`config.mk`:
```
export PLATFORM = sky130hd
export DESIGN_NAME = integer_stack_deque_ops
export DESIGN_NICKNAME = d
export VERILOG_FILES = /design/src/isdo_pkg.sv /design/src/integer_stack_deque_ops.sv /design/src/isdo_front.sv /design/src/isdo_back.sv
export SDC_FILE = /design/constraint.sdc
export NUM_CORES = 2
export LEC_CHECK = 0
export BUFFER_PORTS_ARGS = -buffer_cell sky130_fd_sc_hd__buf_2
export CORE_MARGIN = 4
export CORE_UTILIZATION = 41
export CTS_CLUSTER_DIAMETER = 60
export DETAILED_ROUTE_END_ITERATION = 6
export MAX_ROUTING_LAYER = met4
export PLACE_DENSITY_LB_ADDON = 0.12
export RECOVER_POWER = 100
export SYNTH_ARGS = -nofsm -noshare
export SYNTH_HDL_FRONTEND = slang
export SYNTH_HIERARCHICAL = 1
export SYNTH_SLANG_ARGS = --single-unit
export TNS_END_PERCENT = 10
```
`constraint.sdc`:
```
create_clock -name clock -period 9.3 [get_ports clock]
set_input_delay 0.465 -clock clock [delete_from_list [all_inputs] [get_ports clock]]
set_output_delay 0.465 -clock clock [all_outputs]
set_load 0.05 [all_outputs]
```
`src/isdo_pkg.sv`:
```
// ----------------------------------------------------------------------------
// isdo_pkg
// Shared types and codes for the integer stack/deque block: request and
// response words, decoded command word, and back-end sequencer states.
// ----------------------------------------------------------------------------
`default_nettype none

package isdo_pkg;

   // Request operation codes
   localparam logic [2:0] OP_PUSH_TOP    = 3'd0;
   localparam logic [2:0] OP_PUSH_BOTTOM = 3'd1;
   localparam logic [2:0] OP_SUB         = 3'd2;
   localparam logic [2:0] OP_SWAP        = 3'd3;

   // Response status codes
   localparam logic [1:0] ST_OK    = 2'd0;
   localparam logic [1:0] ST_SHORT = 2'd1;
   localparam logic [1:0] ST_FULL  = 2'd2;

   // Width of the reported entry count
   localparam int unsigned COUNT_W = 7;

   typedef struct packed {
      logic [2:0]         operation;
      logic signed [31:0] push_value;
   } req_type;

   typedef struct packed {
      logic [1:0]         status;
      logic signed [31:0] top_value;
      logic [COUNT_W-1:0] entry_count;
   } rsp_type;

   typedef enum logic [2:0] {
      KIND_PUSH_TOP,
      KIND_PUSH_BOTTOM,
      KIND_SUB,
      KIND_SWAP,
      KIND_NOP
   } kind_type;

   typedef struct packed {
      kind_type           kind;
      logic signed [31:0] value;
   } cmd_type;

   typedef enum logic [1:0] {
      BE_IDLE,
      BE_EXEC,
      BE_SWAP2
   } be_state_type;

endpackage

`default_nettype wire

```
`src/integer_stack_deque_ops.sv`:
```
// ----------------------------------------------------------------------------
// integer_stack_deque_ops
// Bounded integer stack with bottom insertion, held in a ring of DEPTH words.
// ----------------------------------------------------------------------------
// The front end takes one request word per cycle into a two-entry command
// queue whenever the queue has room, so requests keep flowing while a result
// waits on rsp_ready. The back end runs one command at a time against a ring
// memory with one write port and one registered read port, with the top
// entry cached in a register: push top, push bottom, no operation and any
// rejected request complete from the idle state; subtract also goes through
// an execute state that uses the registered memory read of the second
// entry, and swap through execute and a second write state, as the single
// write port must write two entries. Each request yields exactly one response
// word. The memory needs no clearing after reset; only held entries are used.
// ----------------------------------------------------------------------------
`default_nettype none

module integer_stack_deque_ops #(
   parameter int unsigned DEPTH = 64
) (
   input  logic              clock,
   input  logic              reset,
   input  logic              req_valid,
   output logic              req_ready,
   input  isdo_pkg::req_type req_data,
   output logic              rsp_valid,
   input  logic              rsp_ready,
   output isdo_pkg::rsp_type rsp_data
);
   import isdo_pkg::*;

   logic    cmd_valid;
   logic    cmd_ready;
   cmd_type cmd_data;

   // Accept and decode
   isdo_front u_front (
      .clock     (clock),
      .reset     (reset),
      .req_valid (req_valid),
      .req_ready (req_ready),
      .req_data  (req_data),
      .cmd_valid (cmd_valid),
      .cmd_ready (cmd_ready),
      .cmd_data  (cmd_data)
   );

   // Execute and respond
   isdo_back #(
      .DEPTH (DEPTH)
   ) u_back (
      .clock     (clock),
      .reset     (reset),
      .cmd_valid (cmd_valid),
      .cmd_ready (cmd_ready),
      .cmd_data  (cmd_data),
      .rsp_valid (rsp_valid),
      .rsp_ready (rsp_ready),
      .rsp_data  (rsp_data)
   );

endmodule

`default_nettype wire

```
`src/isdo_front.sv`:
```
// ----------------------------------------------------------------------------
// isdo_front
// Accepts request words, decodes the operation into a command kind and
// holds decoded commands in a two-entry queue for the back end.
// ----------------------------------------------------------------------------
`default_nettype none

module isdo_front (
   input  logic             clock,
   input  logic             reset,
   input  logic             req_valid,
   output logic             req_ready,
   input  isdo_pkg::req_type req_data,
   output logic             cmd_valid,
   input  logic             cmd_ready,
   output isdo_pkg::cmd_type cmd_data
);
   import isdo_pkg::*;

   cmd_type    q_ff [2];
   logic       wr_ptr_ff, wr_ptr_in;
   logic       rd_ptr_ff, rd_ptr_in;
   logic [1:0] fill_ff, fill_in;
   cmd_type    cmd_in;
   logic       push;
   logic       pop;

   // Decode the operation; unused codes act as no operation
   always_comb begin
      cmd_in.value = req_data.push_value;
      case (req_data.operation)
         OP_PUSH_TOP:    cmd_in.kind = KIND_PUSH_TOP;
         OP_PUSH_BOTTOM: cmd_in.kind = KIND_PUSH_BOTTOM;
         OP_SUB:         cmd_in.kind = KIND_SUB;
         OP_SWAP:        cmd_in.kind = KIND_SWAP;
         default:        cmd_in.kind = KIND_NOP;
      endcase
   end

   // Queue handshakes
   assign req_ready = (fill_ff != 2'd2);
   assign push      = req_valid && req_ready;
   assign cmd_valid = (fill_ff != 2'd0);
   assign pop       = cmd_valid && cmd_ready;
   assign cmd_data  = q_ff[rd_ptr_ff];

   // Advance pointers and fill level
   always_comb begin
      wr_ptr_in = push ? ~wr_ptr_ff : wr_ptr_ff;
      rd_ptr_in = pop ? ~rd_ptr_ff : rd_ptr_ff;
      fill_in   = fill_ff + {1'b0, push} - {1'b0, pop};
   end

   always_ff @(posedge clock) begin
      if (reset) begin
         wr_ptr_ff <= 1'b0;
         rd_ptr_ff <= 1'b0;
         fill_ff   <= 2'd0;
      end else begin
         wr_ptr_ff <= wr_ptr_in;
         rd_ptr_ff <= rd_ptr_in;
         fill_ff   <= fill_in;
      end
   end

   // Store the decoded word
   always_ff @(posedge clock) begin
      if (push) begin
         q_ff[wr_ptr_ff] <= cmd_in;
      end
   end

endmodule

`default_nettype wire

```
`src/isdo_back.sv`:
```
// ----------------------------------------------------------------------------
// isdo_back
// Executes decoded commands against the ring store. The top entry is cached
// in a register; the second entry is fetched through the memory's registered
// read port when a subtract or swap needs it. Results land in an output register.
// ----------------------------------------------------------------------------
`default_nettype none

module isdo_back #(
   parameter int unsigned DEPTH = 64
) (
   input  logic              clock,
   input  logic              reset,
   input  logic              cmd_valid,
   output logic              cmd_ready,
   input  isdo_pkg::cmd_type cmd_data,
   output logic              rsp_valid,
   input  logic              rsp_ready,
   output isdo_pkg::rsp_type rsp_data
);
   import isdo_pkg::*;

   localparam int unsigned IW = (DEPTH > 2) ? $clog2(DEPTH) : 1;
   localparam int unsigned CW = $clog2(DEPTH + 1);

   logic [31:0]        entry_mem [DEPTH];

   be_state_type       state_ff, state_in;
   kind_type           kind_ff, kind_in;
   logic [IW-1:0]      top_index_ff, top_index_in;
   logic [CW-1:0]      count_ff, count_in;
   logic signed [31:0] top_val_ff, top_val_in;
   logic [31:0]        rd_data_ff;
   logic               rsp_valid_ff, rsp_valid_in;
   rsp_type            rsp_ff, rsp_in;

   logic [IW-1:0]      idx_up;
   logic [IW-1:0]      idx_dn;
   logic [IW:0]        bottom_sum;
   logic [IW-1:0]      idx_bottom;
   logic               out_free;
   logic               start;
   logic               is_full;
   logic               is_short;
   logic               load;
   logic [1:0]         status_c;
   logic               wr_en;
   logic [IW-1:0]      wr_addr;
   logic [31:0]        wr_data;
   logic signed [31:0] diff;

   // Ring neighbors of the top and the free slot below the bottom
   always_comb begin
      idx_up     = (top_index_ff == IW'(DEPTH - 1)) ? '0 : top_index_ff + IW'(1);
      idx_dn     = (top_index_ff == '0) ? IW'(DEPTH - 1) : top_index_ff - IW'(1);
      bottom_sum = {1'b0, top_index_ff} + (IW+1)'(count_ff);
      if (bottom_sum >= (IW+1)'(DEPTH)) begin
         idx_bottom = IW'(bottom_sum - (IW+1)'(DEPTH));
      end else begin
         idx_bottom = bottom_sum[IW-1:0];
      end
   end

   assign out_free  = !rsp_valid_ff || rsp_ready;
   assign start     = (state_ff == BE_IDLE) && cmd_valid && out_free;
   assign cmd_ready = start;
   assign is_full   = (count_ff == CW'(DEPTH));
   assign is_short  = (count_ff < CW'(2));
   assign diff      = $signed(rd_data_ff) - top_val_ff;

   // Sequence each command and form its result
   always_comb begin
      state_in     = state_ff;
      kind_in      = kind_ff;
      top_index_in = top_index_ff;
      count_in     = count_ff;
      top_val_in   = top_val_ff;
      load         = 1'b0;
      status_c     = ST_OK;
      wr_en        = 1'b0;
      wr_addr      = top_index_ff;
      wr_data      = top_val_ff;
      case (state_ff)
         BE_IDLE: begin
            if (start) begin
               case (cmd_data.kind)
                  KIND_PUSH_TOP: begin
                     load = 1'b1;
                     if (is_full) begin
                        status_c = ST_FULL;
                     end else begin
                        wr_en        = 1'b1;
                        wr_addr      = idx_dn;
                        wr_data      = cmd_data.value;
                        top_index_in = idx_dn;
                        top_val_in   = cmd_data.value;
                        count_in     = count_ff + CW'(1);
                     end
                  end
                  KIND_PUSH_BOTTOM: begin
                     load = 1'b1;
                     if (is_full) begin
                        status_c = ST_FULL;
                     end else begin
                        wr_en    = 1'b1;
                        wr_addr  = idx_bottom;
                        wr_data  = cmd_data.value;
                        count_in = count_ff + CW'(1);
                        if (count_ff == '0) begin
                           top_val_in = cmd_data.value;
                        end
                     end
                  end
                  KIND_SUB, KIND_SWAP: begin
                     if (is_short) begin
                        load     = 1'b1;
                        status_c = ST_SHORT;
                     end else begin
                        kind_in  = cmd_data.kind;
                        state_in = BE_EXEC;
                     end
                  end
                  default: begin
                     load = 1'b1;
                  end
               endcase
            end
         end
         BE_EXEC: begin
            // Second entry is now in the read register
            wr_en   = 1'b1;
            wr_addr = idx_up;
            if (kind_ff == KIND_SUB) begin
               wr_data      = diff;
               top_index_in = idx_up;
               top_val_in   = diff;
               count_in     = count_ff - CW'(1);
               load         = 1'b1;
               state_in     = BE_IDLE;
            end else begin
               wr_data    = top_val_ff;
               top_val_in = $signed(rd_data_ff);
               state_in   = BE_SWAP2;
            end
         end
         BE_SWAP2: begin
            // Write the old second entry into the top slot
            wr_en    = 1'b1;
            wr_addr  = top_index_ff;
            wr_data  = top_val_ff;
            load     = 1'b1;
            state_in = BE_IDLE;
         end
         default: begin
            state_in = BE_IDLE;
         end
      endcase

      rsp_in.status      = status_c;
      rsp_in.top_value   = (count_in == '0) ? 32'sd0 : top_val_in;
      rsp_in.entry_count = COUNT_W'(count_in);
      if (load) begin
         rsp_valid_in = 1'b1;
      end else if (rsp_ready) begin
         rsp_valid_in = 1'b0;
      end else begin
         rsp_valid_in = rsp_valid_ff;
      end
   end

   // Control state
   always_ff @(posedge clock) begin
      if (reset) begin
         state_ff     <= BE_IDLE;
         top_index_ff <= '0;
         count_ff     <= '0;
         rsp_valid_ff <= 1'b0;
      end else begin
         state_ff     <= state_in;
         top_index_ff <= top_index_in;
         count_ff     <= count_in;
         rsp_valid_ff <= rsp_valid_in;
      end
   end

   // Payload registers
   always_ff @(posedge clock) begin
      kind_ff    <= kind_in;
      top_val_ff <= top_val_in;
      if (load) begin
         rsp_ff <= rsp_in;
      end
   end

   // Ring store: one write, one registered read of the second entry
   always_ff @(posedge clock) begin
      if (wr_en) begin
         entry_mem[wr_addr] <= wr_data;
      end
      rd_data_ff <= entry_mem[idx_up];
   end

   assign rsp_valid = rsp_valid_ff;
   assign rsp_data  = rsp_ff;

endmodule

`default_nettype wire

```
==> metrics.md <==
| Metric | Value |
|---|---|
| IO Pins | `82` |
| Die Span X | `~480 microns` |
| Met2 WL | `around 140000 microns` |
| Area post-placement | `about 95000 sq um` |
| CTS Root Cell | `clkbuf_16` |
| Fill count | `19300` |
| Initial Utilization | `41.17%` |
| Final wirelength | `between 200000 and 300000 microns` |
| Area leader, netlist | `edfxtp_1` |
| Final Cell Area | `~100000 sq um` |
| Largest net degree at the start of global routing | `roughly 140` |
| Final net count | `6683` |
| Seq cells post-synth | `2247` |
| Final Hold Vio Count | `0` |
| Leak Pwr | `about 36 nW` |
| Layout area overhead | `13.88%` |
| Die height | `477.5 microns` |
| Crit start category | `register` |
| First-pass GRT wire length | `around 420000 microns` |
| Violated checks | `capacitance limit, slew limit` |
| Tcrit/Tclk final | `between 70 and 80%` |
| TritonCTS clock tree | `yes` |
| Multi-input gate area | `22380 sq um` |
| Final setup violation count | `0` |
| Placed wire-length estimate | `174200 microns` |
| Drt pass-1 iters | `5` |
| Syn Nets | `~6500` |
| Syn Std Cell Area | `between 90000 and 100000 sq um` |
| Area contributors post-synth | `edfxtp_1, nand2_1, mux2i_1` |
| Critical path required time | `roughly 9.5 ns` |
| Place WS | `about 3.3 ns` |
| DR iter-0 viols | `6424` |
| Initial antenna violation count | `25` |
| Vias in the first global route | `54480` |
| DR WL/cell | `approximately 31 microns` |
| Crit path max-delay cell type | `clkbuf_1` |
| Ys flop type | `edfxtp_1` |
| Critical Path, Cell by Cell | `clkbuf_1, mux2_1, or2_2, nor3_1, clkbuf_1, nand2_1, nand2_1, nand2_1, clkbuf_1, a22oi_1, o21ai_0, clkbuf_2` |
| Post-synth cell types | `between 80 and 90` |
| Skew final | `~0.052 ns` |
| Max FO, Critical Path | `56` |
| Peak Freq | `around 0.14 GHz` |
| Actual slew at the worst max-slew pin | `between 3 and 4 ns` |
| Worst-Skew Late Latency | `just under 0.9 ns` |
| Commonest non-fill, non-tap cell in the layout | `edfxtp_1` |
| CTS sink count | `about 2200` |
| Vias per cell | `~5.9` |
| Seq/Total Area, Yosys | `between 70% and 80%` |
| Critical Path Sink Type | `register` |
| Number of synthesized flops with an enable pin | `~2200` |
| WL met1 | `127100 microns` |
| Kind of critical path | `register to register` |
| Most frequent cells in the layout | `edfxtp_1, nand2_1, mux2i_1` |
| DR top layer | `met4` |
| Placeable Area | `between 200000 and 250000 sq um` |
| Total gr overflow | `0` |
| H-tree Lvls | `4` |
| Max transition margin | `-122.5%` |
| Crit path largest cell delay | `roughly 1.5 ns` |
| Area of the die | `between 200000 and 250000 sq um` |
| Routability cong. | `about 0.90` |
| Clock slew at reported path FFs | `around 0.06 ns` |
| Setup TNS | `0 ns` |
| Cts bufs inserted | `234` |
| Status | `finished, violations left` |
| WP data arrival | `between 7 and 8 ns` |
| Worst VDD drop | `between 0.0002 and 0.0003 V` |
| Maximum root-to-sink buffer count | `3` |
| Slew Viols, Final | `1099` |
| Detailed-route via count | `57120` |
| Final min period | `~7.2 ns` |
| PD cells | `305.6 nW/um^2` |
| Antenna Violating Nets Remaining | `0` |
| Warnings from Yosys | `6` |
| Drt drc | `0` |
| Row Count | `around 170` |
| RSZ-0062 raised after global routing | `false` |
| Post-route setup slack | `~2.1 ns` |
| Register Area | `about 67000 sq um` |
| Synth top area share | `a little under three quarters` |
| Metal3 WL | `between 20000 and 25000 microns` |
| Maxcap violations | `24` |
| Synth Instances | `~6400` |
| Tot GR Track Use | `between 20% and 30%` |
| Async SR Flop Fraction | `0%` |
| # port buffers | `between 80 and 90` |
| Share of layout cells above drive strength 1 | `approximately 10%` |
| Avg Cell Area, Syn | `around 14 sq um` |
| Worst Hold Class | `input port to register` |
## sequential cells by signal, summed over array words and instances, names as in the netlist, named ones only
| signal | count |
|---|---|
| u_front/fill_ff | 2 |
| u_back/rsp_data | 41 |
| u_front/wr_ptr_ff | 1 |
| u_back/kind_ff | 3 |
| u_back/entry_mem | 2048 |
| u_front/q_ff | 70 |
| u_back/state_ff | 2 |
| u_back/rsp_valid | 1 |
| u_front/rd_ptr_ff | 1 |
| u_back/top_val_ff | 32 |
| u_back/rd_data_ff | 32 |
| u_back/top_index_ff | 6 |
| u_back/count_ff | 7 |
## area by class of cell
| type | instances | area share [%] |
|---|---|---|
| flip-flops and latches | 2247 | 64.74 |
| multi-input cells | 3708 | 21.74 |
| clock buffers | 316 | 6.227 |
| well taps | 2871 | 3.490 |
| repair buffers | 344 | 2.350 |
| clock inverters | 116 | 1.126 |
| inverters | 60 | 0.2188 |
| diodes | 45 | 0.1094 |
## cell families (layout without fill, tap and decap cells)
logic type	after synthesis	after routing	synth area share [%]
other	0	45	0
and+or+nand+nor	2077	2077	10.20
buffers and inverters	453	836	2.027
adders and majority gates	49	49	0.6950
xor gates and xnor gates	22	22	0.2132
muxes	464	464	5.289
DFF	2247	2247	73.72
AOI/OAI and AO/OA	1096	1096	7.853
## worst max-delay path: cells and delay by family, from the launching register on
kind | cells | cell delay, ns
AO/OA/AOI/OAI | 2 | 1.01
flip-flops | 1 | 0.30
multiplexers | 1 | 0.49
AND/OR/NAND/NOR | 5 | 1.00
buffers and inverters | 4 | 3.67
## synth_stat cells, types with 11 or more instances
cell type and count:
or3_1 25, a21o_1 20, and2_1 28, buf_2 81
nor3b_1 19, buf_1 88, xnor2_1 13, and3_1 24
clkbuf_1 218, nor4_1 87, o21a_1 15, a32o_1 12
nor2b_1 16, inv_1 57, o211a_1 19, a21oi_1 327
edfxtp_1 2162, o211ai_1 17, dfxtp_1 85, nand4_1 71
mux2_2 37, a32oi_1 79, nand3_1 291, o21ai_0 138
mux2i_1 419, or2_2 12, a221oi_1 22, or4_1 17
o22ai_1 177, a211oi_1 29, a41oi_1 11, nor2_1 90
ha_1 47, a22oi_1 41, a31oi_1 84, nor3_1 66
a221o_1 13, nand2_1 1297
## metal layers
metal  global-route usage (%)  vias up
met4                    9.642        0
met3                    4.276      459
met2                    40.00     2345
met5                        -        -
li1                         -    24940
met1                    35.93    29370
## per-stage QoR
step / std cells / power (mW) / util (%) / hold slack [ns]
detailed placement: 9191 / 22.33 / 43.41 / 0.4924
global route: 9696 / 32.53 / 46.87 / 0.3063
finish: 9707 / 31.45 / 46.89 / 0.3312
CTS: 9661 / 31.56 / 47.03 / 0.2458
global placement: 9188 / 22.22 / 43.39 / 0.4874
floorplan: 6408 / 18.32 / - / 0.4644
## power breakdown
group / total, mW / internal, mW / switching, mW
clock network: 9.24 / 5.29 / 3.95
registers: 13.6 / 13.3 / 0.319
logic: 8.57 / 1.90 / 6.67
## final timing paths
check / startpoint / end / slack [ns] / depth (start not counted)
max reg2reg: register / u_back/entry_mem[8][30] / 2.07 / 12
min reg2reg: u_back/state_ff[0] / u_back/state_ff[0] / 0.50 / 2
max: register / u_back/entry_mem[8][30] / 2.07 / 12
min: req_data[3] / u_front/q_ff[0][3] / 0.33 / 2
## repair_timing
item,in CTS,in global routing
buffers inserted,0,0
hold buffers,38,0
endpoints found under the hold margin,80,0
gates resized for setup,0,0
(Power assumes the default switching activity.)
